--- src/hdl/hkse_pkg.sv ---
// Shared types, codes and key masks for the hashed key set engine.
// No dependencies; imported by every module of the block but hkse_way_ram.
package hkse_pkg;

  localparam int unsigned HEAD_W     = 32;
  localparam int unsigned TAIL_W     = 64;
  localparam int unsigned ENTRY_W    = 1 + HEAD_W + TAIL_W;
  localparam int unsigned HASH_W     = 26;

  localparam logic OP_INSERT = 1'b0;
  localparam logic OP_LOOKUP = 1'b1;

  localparam logic [1:0] STATUS_ABSENT   = 2'd0;
  localparam logic [1:0] STATUS_PRESENT  = 2'd1;
  localparam logic [1:0] STATUS_INSERTED = 2'd2;
  localparam logic [1:0] STATUS_FULL     = 2'd3;

  localparam logic [HEAD_W-1:0] HEAD_MASK [4] = '{
    32'hFFFF_FF00, 32'hFFFF_FFFF, 32'hFFFF_FFFF, 32'hFFFF_FFFF
  };
  localparam logic [TAIL_W-1:0] TAIL_MASK [4] = '{
    64'h0000_0000_0000_0000, 64'hFFFF_0000_0000_0000,
    64'hFFFF_FFFF_FF00_0000, 64'hFFFF_FFFF_FFFF_FFFF
  };

  typedef struct packed {
    logic              go;
    logic [1:0]        level;
    logic [HEAD_W-1:0] head;
    logic [TAIL_W-1:0] tail;
  } hash_req_t;

endpackage

--- src/hdl/hkse_hash.sv ---
// Bucket hash: key fold or upper head bits, modulo by the bucket count through
// reciprocal multiplication. Uses hkse_pkg; one shared multiplier, two passes.
module hkse_hash #(
  parameter int unsigned BUCKET_COUNT = 4093,
  parameter int unsigned REM_W        = 12
) (
  input  logic                clk_i,
  input  logic                rst_ni,
  input  hkse_pkg::hash_req_t req_i,
  output logic                done_o,
  output logic [REM_W-1:0]    bucket_o
);
  import hkse_pkg::*;

  // exact quotient for any HASH_W-bit value: 2^REM_W >= BUCKET_COUNT
  localparam int unsigned SHIFT   = HASH_W + REM_W;
  localparam int unsigned RECIP_W = HASH_W + 2;
  localparam int unsigned PROD_W  = HASH_W + RECIP_W;
  localparam logic [RECIP_W-1:0] RECIP =
    RECIP_W'(((64'd1 << SHIFT) + 64'(BUCKET_COUNT) - 64'd1) / 64'(BUCKET_COUNT));

  logic [HASH_W-1:0]  val_q, val_d;
  logic [HASH_W-1:0]  quo_q, quo_d;
  logic [REM_W-1:0]   rem_q, rem_d;
  logic               step_q, step_d;
  logic               run_q, run_d;
  logic               done_q, done_d;
  logic [HASH_W-1:0]  mul_a;
  logic [RECIP_W-1:0] mul_b;
  logic [PROD_W-1:0]  prod;

  function automatic logic [HASH_W-1:0] fold_key(logic [HEAD_W-1:0] head,
                                                 logic [TAIL_W-1:0] tail);
    logic [HEAD_W+TAIL_W-1:0] k;
    logic [HASH_W-1:0]        y;
    k = {head, tail};
    y = '0;
    for (int i = 0; i < 12; i++) begin
      y = y ^ (HASH_W'(k[HEAD_W+TAIL_W-1-8*i -: 8]) << ((i % 4) * 6));
    end
    return y;
  endfunction

  // pass 0: quotient = val * RECIP >> SHIFT; pass 1: quotient * BUCKET_COUNT
  assign mul_a = step_q ? quo_q : val_q;
  assign mul_b = step_q ? RECIP_W'(BUCKET_COUNT) : RECIP;
  assign prod  = PROD_W'(mul_a) * PROD_W'(mul_b);

  always_comb begin
    val_d  = val_q;
    quo_d  = quo_q;
    rem_d  = rem_q;
    step_d = step_q;
    run_d  = run_q;
    done_d = 1'b0;
    if (req_i.go) begin
      val_d  = (req_i.level == 2'd0) ? HASH_W'(req_i.head[HEAD_W-1:8])
                                     : fold_key(req_i.head, req_i.tail);
      step_d = 1'b0;
      run_d  = 1'b1;
    end else if (run_q) begin
      if (!step_q) begin
        quo_d  = HASH_W'(prod >> SHIFT);
        step_d = 1'b1;
      end else begin
        rem_d  = REM_W'(val_q - HASH_W'(prod));
        step_d = 1'b0;
        run_d  = 1'b0;
        done_d = 1'b1;
      end
    end
  end

  always_ff @(posedge clk_i or negedge rst_ni) begin
    if (!rst_ni) begin
      run_q  <= 1'b0;
      done_q <= 1'b0;
      step_q <= 1'b0;
    end else begin
      run_q  <= run_d;
      done_q <= done_d;
      step_q <= step_d;
    end
  end

  always_ff @(posedge clk_i) begin
    val_q <= val_d;
    quo_q <= quo_d;
    rem_q <= rem_d;
  end

  assign done_o   = done_q;
  assign bucket_o = rem_q;

endmodule

--- config.mk ---
export PLATFORM = sky130hd
export DESIGN_NAME = hkse_hash
export DESIGN_NICKNAME = d
export VERILOG_FILES = /design/src/hdl/hkse_pkg.sv /design/src/hdl/hkse_hash.sv
export SDC_FILE = /design/constraint.sdc
export NUM_CORES = 1
export LEC_CHECK = 0
export ABC_CLOCK_PERIOD_IN_PS = 8800
export BUFFER_PORTS_ARGS = -buffer_cell sky130_fd_sc_hd__buf_4
export CAP_MARGIN = 0
export CORE_MARGIN = 2
export CORE_UTILIZATION = 46
export DETAILED_ROUTE_END_ITERATION = 8
export GPL_ROUTABILITY_DRIVEN = 1
export GPL_TIMING_DRIVEN = 1
export PLACE_DENSITY = 0.74
export REMOVE_ABC_BUFFERS = 1
export SYNTH_ARGS = -nofsm -noshare
export SYNTH_HDL_FRONTEND = slang
export SYNTH_SLANG_ARGS = --single-unit
export TNS_END_PERCENT = 5
--- constraint.sdc ---
create_clock -name clk_i -period 8.8 [get_ports clk_i]
set_input_delay 1.76 -clock clk_i [delete_from_list [all_inputs] [get_ports clk_i]]
set_output_delay 1.76 -clock clk_i [all_outputs]
set_load 0.02 [all_outputs]
Yosys cells after proc, flatten, opt, wreduce, memory -nomap -nowiden --
Index checks and enable logic that the tools add are counted.
Operators by class: add/sub/neg operators 1, bitwise gates (word level) 13, mux-type cells 11, reductions and logical operators 4, multipliers 1
Operator list (count):
- 26-bit by 27-bit multiplier with 53-bit output | 1
- 26-bit by 14-bit XOR with 26-bit output | 2
- 26-bit by 20-bit XOR with 26-bit output | 2
- 26-bit XOR | 2
- 26-bit by 8-bit XOR with 26-bit output | 2
- 27-bit two-way mux | 1
- 26-bit two-way mux | 1
- 20-bit by 26-bit XOR with 26-bit output | 1
- 24-bit two-way mux | 1
- 14-bit by 20-bit XOR with 20-bit output | 1
- 8-bit by 14-bit XOR with 14-bit output | 1
- 12-bit subtractor | 1
- 1-bit two-way mux | 8
- 3-bit AND reduction | 2
- 2-bit logical NOT | 1
- 1-bit inverter | 2
- 2-bit nonzero test | 1
Word-level totals: flip-flop bits (word level) 57, output and inout bits 13, bits of input ports 101

Logic depth before layout (Yosys ltp) --
word-level depth 12, mapped depth 27

Worst setup path after synthesis --
Ideal clock, no wire load.
path type register to register, start point reg step_q, end point reg quo_q[6] (data pin), data required time 8.665 ns, path buffers 2, data arrival time 6.387 ns, setup slack 2.278 ns, stages on the path, launching flop included 21, setup time 0.135 ns, path through dfrtp_1 -> clkbuf_1 -> clkbuf_1 -> nand2_1 -> fa_1 -> fa_1 -> fa_1 -> fa_1 -> inv_1 -> ha_1 -> fa_1 -> inv_1 -> fa_1 -> inv_1 -> ha_1 -> a21o_1 -> or2_2 -> o311ai_4 -> a41oi_2 -> or4_1 -> nand3_1
Between the ends: longest elaborated chain between the ends 2, elaborated cells on any way between the ends 3
Ends and longest elaborated chain:
- start: declaration | RTL line hkse_hash.sv:25 | logic step_q, step_d;
- start signal: assignment | RTL line hkse_hash.sv:82 | step_q <= step_d;
- 26-bit two-way mux or 27-bit two-way mux (tied branches) | RTL line hkse_hash.sv:45, hkse_hash.sv:46
- 26-bit by 27-bit multiplier with 53-bit output (*) | RTL line hkse_hash.sv:47 | assign prod = PROD_W'(mul_a) * PROD_W'(mul_b);
- via prod[44] | RTL line hkse_hash.sv:30 | logic [PROD_W-1:0] prod;
- end signal: assignment | RTL line hkse_hash.sv:88 | quo_q <= quo_d;
- end: declaration | RTL line hkse_hash.sv:23 | logic [HASH_W-1:0] quo_q, quo_d;
Mark *: on every way through the listed nets, which the timed path passes. The rest lies on a longest branch. A chain may end at the register's enable or synchronous reset.

Worst setup path after layout --
start point reg step_q, end point reg quo_q[8] (data pin)
Same word-level chain as after synthesis.

==> flow_summary.json <==
{
  "regArea_um2": 1670,
  "grt_pass1_wl_um": 53400,
  "synth_area_um2": 13600,
  "cts_buffer_depth": 2,
  "grt_usage_pct": 22.2,
  "cts_buffers": 5,
  "critPathLaunchType": "flip-flop",
  "yosysMostFrequentCell": "inv_1",
  "cts_htree_levels": 2,
  "yosysTopAreaCell": "fa_1",
  "synth-seq-cells": 56,
  "rows": 63,
  "cts_resized": 0,
  "clock_sinks": 56,
  "syn_area_per_cell_um2": 9.66,
  "syn_inst": 1412,
  "grt_max_degree": 39,
  "cts_tree": "yes",
  "chipHeight_um": 176,
  "drv_cap": 0,
  "fmax_mhz": 140,
  "synth.top_cell.area_share_pct": 29.3,
  "drive_gt1_share_pct": 10.9,
  "synthTopCellsByArea": "fa_1 29%, ha_1 24%, edfxtp_1 12%",
  "ioPinCount": 114,
  "cp.required_ps": 8840,
  "synth_edf_count": 53,
  "die_area_um2": 31100,
  "period_share_pct": 81.1,
  "ys_seq_area_share_pct": 12.2,
  "multi_input_area_um2": 10800,
  "finalSetupTns_ps": 0,
  "critPathKind": "reg2reg",
  "start_util_pct": 46.4,
  "fin_crit_ps": 7140,
  "fin_nets": 2111,
  "finalWirelength_um": 33000,
  "final_cell_area_um2": 15200,
  "drc": 0,
  "finalMaxSlewViolations": 0,
  "final.setup_skew_ps": 7.78,
  "relSlewSlack_pct": 17.8,
  "areaGrowthSynthToFinish_pct": 11.7,
  "synthFlopType": "edfxtp_1",
  "endpoint_kind": "flip-flop",
  "critPathMaxFanout": 22,
  "synthArstFlopShare_pct": 5.36,
  "drtPass1Iterations": 5,
  "cts.clk_slew.worst_paths_ps": 70,
  "first_global_vias": 10586,
  "rsz0062_at_grt": "false",
  "hold_buffers": 0,
  "antenna_left": 0,
  "antenna_found_initial": 0,
  "core-area_um2": 29400,
  "yosysUniqueCellTypes": 63,
  "gp_congestion": 0.958,
  "drtIter0Drc": 592,
  "fill_cells": 2667,
  "viasPerCell": 5.13,
  "placed_area_um2": 15100,
  "final_hold_viol_count": 0,
  "root_buffer": "clkbuf_16",
  "vias": 9983,
  "tightest_slew_ps": 1230,
  "gr-total-overflow": 0,
  "yosysWarningCount": 0,
  "ys_top_cells_by_count": "326 x inv_1, 257 x ha_1, 200 x fa_1",
  "wl_per_cell_um": 17.0,
  "clkLatencyLatePin_ps": 300,
  "crit_arrival_ps": 7170,
  "die_w_um": 176,
  "status": "finished clean",
  "numPortBuffers": 113,
  "hpwl_um": 29700,
  "cts_setup_buffers": 0,
  "finalSetupViolCount": 0,
  "hp-class": "reg2reg"
}
==> sequential cells by signal (all words and copies together), names as in the netlist <==
| signal | count |
|---|---|
| val_q | 26 |
| done_o | 1 |
| quo_q | 15 |
| step_q | 1 |
| run_q | 1 |
| bucket_o | 12 |
==> layout by cell type, fill, tap and decap left out, drive strengths merged, types with 3 or more instances in the layout <==
cell / Yosys / layout
nor2b: 34 / 34
and3: 4 / 4
nand4: 13 / 13
a21boi: 3 / 3
fa: 200 / 200
clkbuf: 20 / 5
nand3: 14 / 14
a41oi: 4 / 4
nand2b: 4 / 4
nor3b: 4 / 4
a21o: 20 / 20
xor2: 32 / 32
inv: 326 / 328
and2: 4 / 4
o211ai: 6 / 6
edfxtp: 53 / 53
nor3: 10 / 10
a31oi: 6 / 6
buf: 3 / 120
o21bai: 8 / 8
a211oi: 5 / 5
a21oi: 60 / 60
nor2: 55 / 55
o21a: 9 / 9
xnor2: 79 / 79
ha: 257 / 257
dfrtp: 3 / 3
o21ai: 46 / 46
nand2: 86 / 86
or2: 16 / 16
nor4: 6 / 6
conb: 2 / 39
==> per-stage QoR <==
step                setup slack [ps]  instances  utilization [%]  hold WS [ps]
floorplan                       1730       1426                -           514
finish                          1660       1945             51.8           576
global placement                1910       1936             51.3           564
global route                    1170       1944             51.8           614
CTS                             1710       1944             51.8           581
detailed placement              1720       1936             51.3           553
==> area by class of cell <==
cell class / count / area share, %
clock inverters: 3 / 0.164
multi-input cells: 1044 / 70.9
diodes: 1 / 0.0164
flip-flops and latches: 56 / 10.9
repair buffers: 120 / 5.91
inverters: 326 / 8.03
well taps: 390 / 3.20
clock buffers: 5 / 0.821
==> worst max-delay path: stages, from the launching register on <==
cell     delay, ps
dfrtp_1        350
buf_4          230
inv_1          270
nand2_1        330
nand2_1        100
ha_1           200
or2_2          320
ha_1           320
xnor2_1        200
fa_1           460
fa_1           510
inv_1           50
fa_1           440
fa_1           510
inv_1           50
fa_1           520
inv_1           60
ha_1           350
nand4_1        240
nor2_1         170
nor3_1          60
o32ai_1        350
nand2_1        200
a41oi_2        300
a21oi_1        120
xnor2_1        130
==> routing by layer <==
metal	up-vias	global-route usage (%)	routed length (um)
li1	4768	-	-
met1	4822	27.7	13400
met2	326	38.5	16300
met3	67	2.73	1800
met4	0	9.68	1560
met5	-	0	0
==> logic make-up after synthesis <==
group           Yosys count  share of synthesized area (%)
compound gates          183                           8.80
xor+xnor                111                           7.13
fa+ha+maj               457                           52.9
buf+inv                 349                           9.63
flops                    56                           12.2
mux                       2                          0.165
other cells               2                         0.0551
simple gates            252                           9.09
==> worst paths after layout <==
check / depth (start not counted) / slack, ps / start / endpoint
setup / recovery: 25 / 1660 / step_q / quo_q[8]
hold / removal: 1 / 580 / run_q / run_q
setup reg to reg: 25 / 1660 / step_q / quo_q[8]
hold reg to reg: 1 / 580 / run_q / run_q
max in group asynchronous: 1 / 7460 / rst_ni / run_q
min in group asynchronous: 1 / 1230 / rst_ni / done_o
Power is left out: the tool's default activity adds up to more than one toggle a clock period on the data nets, which glitch-free logic cannot reach.
